$ cat src/sv/mis_pkg.sv
// Shared types and constants for the maximal independent set status block.
// No dependencies; imported by mis_ctrl, mis_dp and the top level.
`default_nettype none

package mis_pkg;

    localparam int VERTEX_W = 16;

    typedef enum logic [1:0] {
        ST_UNDECIDED = 2'd0,
        ST_COND_IN   = 2'd1,
        ST_OUT       = 2'd2,
        ST_IN        = 2'd3
    } status_t;

    typedef enum logic [1:0] {
        CMD_EDGE   = 2'd0,
        CMD_FILTER = 2'd1,
        CMD_INIT   = 2'd2
    } cmd_t;

    typedef enum logic [1:0] {
        S_CLEAR,
        S_IDLE,
        S_EXEC
    } state_t;

    // Controller to datapath.
    typedef struct packed {
        logic clear_wr;
        logic rd_en;
        logic exec;
    } mis_cmd_t;

    // Datapath to controller.
    typedef struct packed {
        logic clear_last;
        logic res_full;
    } mis_stat_t;

endpackage

`default_nettype wire

$ cat src/sv/mis_ctrl.sv
// Controller for the status block: clearing pass, request accept, update step.
// Depends on mis_pkg.
`default_nettype none

module mis_ctrl (
    input  wire logic              clk,
    input  wire logic              rst_n,
    input  wire logic              cmd_valid,
    output logic                   cmd_ready,
    input  wire logic              res_ready,
    input  wire mis_pkg::mis_stat_t stat,
    output mis_pkg::mis_cmd_t      ctl
);
    import mis_pkg::*;

    state_t state_reg;
    state_t state_next;

    always_ff @(posedge clk or negedge rst_n)
    begin
        if (!rst_n)
        begin
            state_reg <= S_CLEAR;
        end
        else
        begin
            state_reg <= state_next;
        end
    end

    always_comb
    begin
        state_next   = state_reg;
        cmd_ready    = 1'b0;
        ctl.clear_wr = 1'b0;
        ctl.rd_en    = 1'b0;
        ctl.exec     = 1'b0;
        unique case (state_reg)
            S_CLEAR:
            begin
                ctl.clear_wr = 1'b1;
                if (stat.clear_last)
                begin
                    state_next = S_IDLE;
                end
            end
            S_IDLE:
            begin
                cmd_ready = 1'b1;
                ctl.rd_en = cmd_valid;
                if (cmd_valid)
                begin
                    state_next = S_EXEC;
                end
            end
            S_EXEC:
            begin
                // hold the update until the result register has room
                if (!stat.res_full || res_ready)
                begin
                    ctl.exec   = 1'b1;
                    state_next = S_IDLE;
                end
            end
            default:
            begin
                state_next = S_CLEAR;
            end
        endcase
    end

endmodule

`default_nettype wire

$ cat config.mk
export PLATFORM = sky130hd
export DESIGN_NAME = mis_ctrl
export DESIGN_NICKNAME = d
export VERILOG_FILES = /design/src/sv/mis_pkg.sv /design/src/sv/mis_ctrl.sv
export SDC_FILE = /design/constraint.sdc
export NUM_CORES = 1
export LEC_CHECK = 0
export BUFFER_PORTS_ARGS = -buffer_cell sky130_fd_sc_hd__buf_2
export CAP_MARGIN = 20
export CORE_AREA = 3 3 40 42
export CTS_CLUSTER_DIAMETER = 60
export DETAILED_ROUTE_END_ITERATION = 10
export DIE_AREA = 0 0 43 45
export PLACE_DENSITY = 0.39
export SYNTH_ARGS = -nofsm -noshare
export SYNTH_HDL_FRONTEND = slang
export SYNTH_SLANG_ARGS = --single-unit
$ cat constraint.sdc
create_clock -name clk -period 1.9 [get_ports clk]
set_input_delay 0.19 -clock clk [delete_from_list [all_inputs] [get_ports clk]]
set_output_delay 0.19 -clock clk [all_outputs]
set_load 0.02 [all_outputs]
==> out/qor.log <==
INFO  setup_path     path_max_fanout=6
INFO  floorplan      die_w=43µm
INFO  sta            final.setup_skew=0.000437ns
INFO  route          routedWlPerCell=8.21µm
INFO  power_and_ir_drop p_sw_share=41.2%
INFO  cells_and_area final_layout_size_suffix_gt1_share=51.9%
INFO  cells_and_area design.final.nets=35
INFO  yosys          yosys.area.top_type=sky130_fd_sc_hd__dfrtp_1
INFO  cts            htree_num_levels=1
INFO  yosys          post_synth_instance_area=125µm²
INFO  yosys          seq_area_frac_synth=40.0%
INFO  route          final_antenna_net_count=0
INFO  sta            worstMarginPinSlew=0.211ns
INFO  power_and_ir_drop intPower=199µW
INFO  setup_path     cp-start-kind=flop
INFO  grt            grt_pass1_vias=133
INFO  sta            slew_viol_final=0
INFO  place          gp_congestion=0.648
INFO  cells_and_area cell_area_after_layout=221µm²
INFO  cells_and_area layout.cells.non_filler=42
INFO  grt            grt_start_max_net_pins=7
INFO  sta            hold_viol_final=0
INFO  cells_and_area final_core_util=17.2%
INFO  cells_and_area antenna_cells=0
INFO  cts            cts_root_buffer=sky130_fd_sc_hd__clkbuf_4
INFO  cts            max-clock-path-buffers=2
INFO  cells_and_area layout_commonest_cell=sky130_fd_sc_hd__buf_2
INFO  worst_hold_path worstHoldPathType=in2reg
INFO  floorplan      fp.coreArea=1280µm²
INFO  grt            global_route.overflow_total=0
INFO  sta            post-route-min-period=1.30ns
INFO  floorplan      std_cell_rows=13
INFO  sta            period_share=68.7%
INFO  power_and_ir_drop power.sequential.fraction=26.7%
INFO  sta            unrepaired_setup_endpoints_after_global_routing=false
INFO  cts            clk_pin_slew_worst_paths=0.03ns
INFO  power_and_ir_drop netSwitchingPower=140µW
INFO  cells_and_area layout-area-overhead-vs-synth=77.0%
INFO  place          io_buffers=9
INFO  place          dp_cells=38
INFO  setup_path     worstPathRequired=1.71ns
INFO  cells_and_area most-common-layout-cells=9 x sky130_fd_sc_hd__buf_2, 4 x sky130_fd_sc_hd__nor2_1, 3 x sky130_fd_sc_hd__clkbuf_4, 2 x sky130_fd_sc_hd__dfrtp_1
INFO  cts            tritoncts_num_sinks=2
INFO  floorplan      io-pin-count=10
INFO  route          drt_pass1_iterations=2
INFO  floorplan      die_height=45µm
INFO  yosys          synth.area.top_cells=sky130_fd_sc_hd__dfrtp_1 40%, sky130_fd_sc_hd__o32ai_2 13%, sky130_fd_sc_hd__nor2_1 12%, sky130_fd_sc_hd__and2b_2 7.0%, sky130_fd_sc_hd__o32ai_1 7.0%
INFO  cts            tritoncts=built
INFO  status         status=completed
INFO  floorplan      die_area=1940µm²
INFO  place          post_dp_cell_area=189µm²
INFO  setup_path     timing.critical_path.to_type=primary output
INFO  power_and_ir_drop power.leakage=0.113nW
INFO  power_and_ir_drop vdd_ir_drop_max=458µV
INFO  route          dr_total_vias=137
INFO  route          wl=345µm
INFO  yosys          yosysWarningCount=0
INFO  power_and_ir_drop power.density=1530nW/µm²
INFO  grt            initial_antenna_violation_count=0
INFO  grt            grt_first_pass_wirelength=586µm
INFO  cts            clock_buffers_created_by_tritoncts=3
INFO  sta            fin_setup_tns=0ns
INFO  setup_path     arrival=1.11ns
INFO  job            maxCapViolations=0
INFO  sta            max_freq=766MHz
INFO  yosys          ys_seq_elements=2
INFO  power_and_ir_drop power.combinational.fraction=45.7%
INFO  power_and_ir_drop pwr-share-clk=27.5%
INFO  route          vias_per_cell=3.26
INFO  yosys          syn_area_cell=8.94µm²
INFO  sta            setup_viol_count_final=0
INFO  cells_and_area largest_register_ff_count=2
INFO  yosys          synth.distinct_cells=10
INFO  route          initial_drc_count=1
INFO  cts            clk-insertion-delay-late=0.22ns
INFO  sta            slew-limit-headroom=85.9%
INFO  setup_path     worstSetupPathType=reg2out
INFO  yosys          synth_top_area_share=40.0%
INFO  yosys          post_synth_inst_count=14
INFO  yosys          syn-num-nets=20
INFO  floorplan      initial_utilization=9.74%
INFO  grt            global_route.usage.total=5.00%
INFO  route          drcViolationCount=0
per-layer routing:
| layer | up-vias | wire length [µm] | track usage, % |
|---|---|---|---|
| li1 | 73 | - | - |
| met1 | 54 | 216 | 6.99 |
| met2 | 10 | 77 | 2.99 |
| met3 | 0 | 51 | 5.98 |
| met4 | 0 | 0 | 3.61 |
| met5 | - | 0 | 0 |
cells in the mapped netlist:
| cell type | count |
|---|---|
| sky130_fd_sc_hd__nor2_1 | 4 |
| sky130_fd_sc_hd__dfrtp_1 | 2 |
| sky130_fd_sc_hd__and2_0 | 1 |
| sky130_fd_sc_hd__and2b_2 | 1 |
| sky130_fd_sc_hd__inv_1 | 1 |
| sky130_fd_sc_hd__nand2_1 | 1 |
| sky130_fd_sc_hd__nand2b_1 | 1 |
| sky130_fd_sc_hd__nor2b_1 | 1 |
| sky130_fd_sc_hd__o32ai_1 | 1 |
| sky130_fd_sc_hd__o32ai_2 | 1 |
area by class of cell:
class / instances / area (µm²)
clock buffers: 3 / 22.5
flip-flops and latches: 2 / 50.0
inverters: 1 / 3.75
repair buffers: 10 / 55.1
well taps: 15 / 18.8
fillers: 148 / 1060
multi-input cells: 11 / 71.3
per-stage QoR:
stage / setup WS [ns] / power [mW] / hold WS (ns)
3_5_place_dp: 0.823 / 0.245 / -0.0248
4_1_cts: 0.572 / 0.347 / 0.193
6_report: 0.595 / 0.339 / 0.202
3_3_place_gp: 0.824 / 0.248 / -0.0211
5_1_grt: 0.511 / 0.375 / 0.201
2_1_floorplan: 0.838 / 0.194 / -0.106
critical path: stages, from the launching register on:
cell                       delay [ns]
sky130_fd_sc_hd__dfrtp_1         0.41
sky130_fd_sc_hd__nand2b_1        0.20
sky130_fd_sc_hd__nor2_1          0.11
sky130_fd_sc_hd__buf_2           0.17
power groups by stage:
stage	Clock, mW	Sequential (mW)	Combinational (mW)
2_1_floorplan	0	0.0824	0.111
3_3_place_gp	0	0.0917	0.156
3_5_place_dp	0	0.0902	0.155
4_1_cts	0.0996	0.0899	0.157
5_1_grt	0.110	0.0938	0.172
6_report	0.0935	0.0907	0.155
worst paths after layout:
kind | startpoint | end | slack, ns | depth (start not counted)
setup / recovery | state_reg[0]$_DFFE_PN0P_ | ctl[0] | 0.60 | 3
hold / removal | res_ready | state_reg[1]$_DFFE_PN0P_ | 0.20 | 2
setup reg to reg | state_reg[0]$_DFFE_PN0P_ | state_reg[1]$_DFFE_PN0P_ | 0.98 | 2
hold reg to reg | state_reg[1]$_DFFE_PN0P_ | state_reg[1]$_DFFE_PN0P_ | 0.59 | 1
max in group asynchronous | rst_n | state_reg[0]$_DFFE_PN0P_ | 1.52 | 2
min in group asynchronous | rst_n | state_reg[1]$_DFFE_PN0P_ | 0.29 | 2
cells by family (layout without fill, tap and decap cells):
| family | Yosys count | after routing | synth area share, % |
|---|---|---|---|
| flops | 2 | 2 | 40.0 |
| compound gates | 2 | 2 | 20.0 |
| simple gates | 9 | 9 | 37.0 |
| buf+inv | 1 | 14 | 3.00 |
timing repair:
item	4_1_cts	5_1_grt
resized for setup	0	0
hold endpoints to repair	2	0
setup buffers	0	0
hold buffers	1	0
No activity file was read; power rests on OpenSTA's default activity.
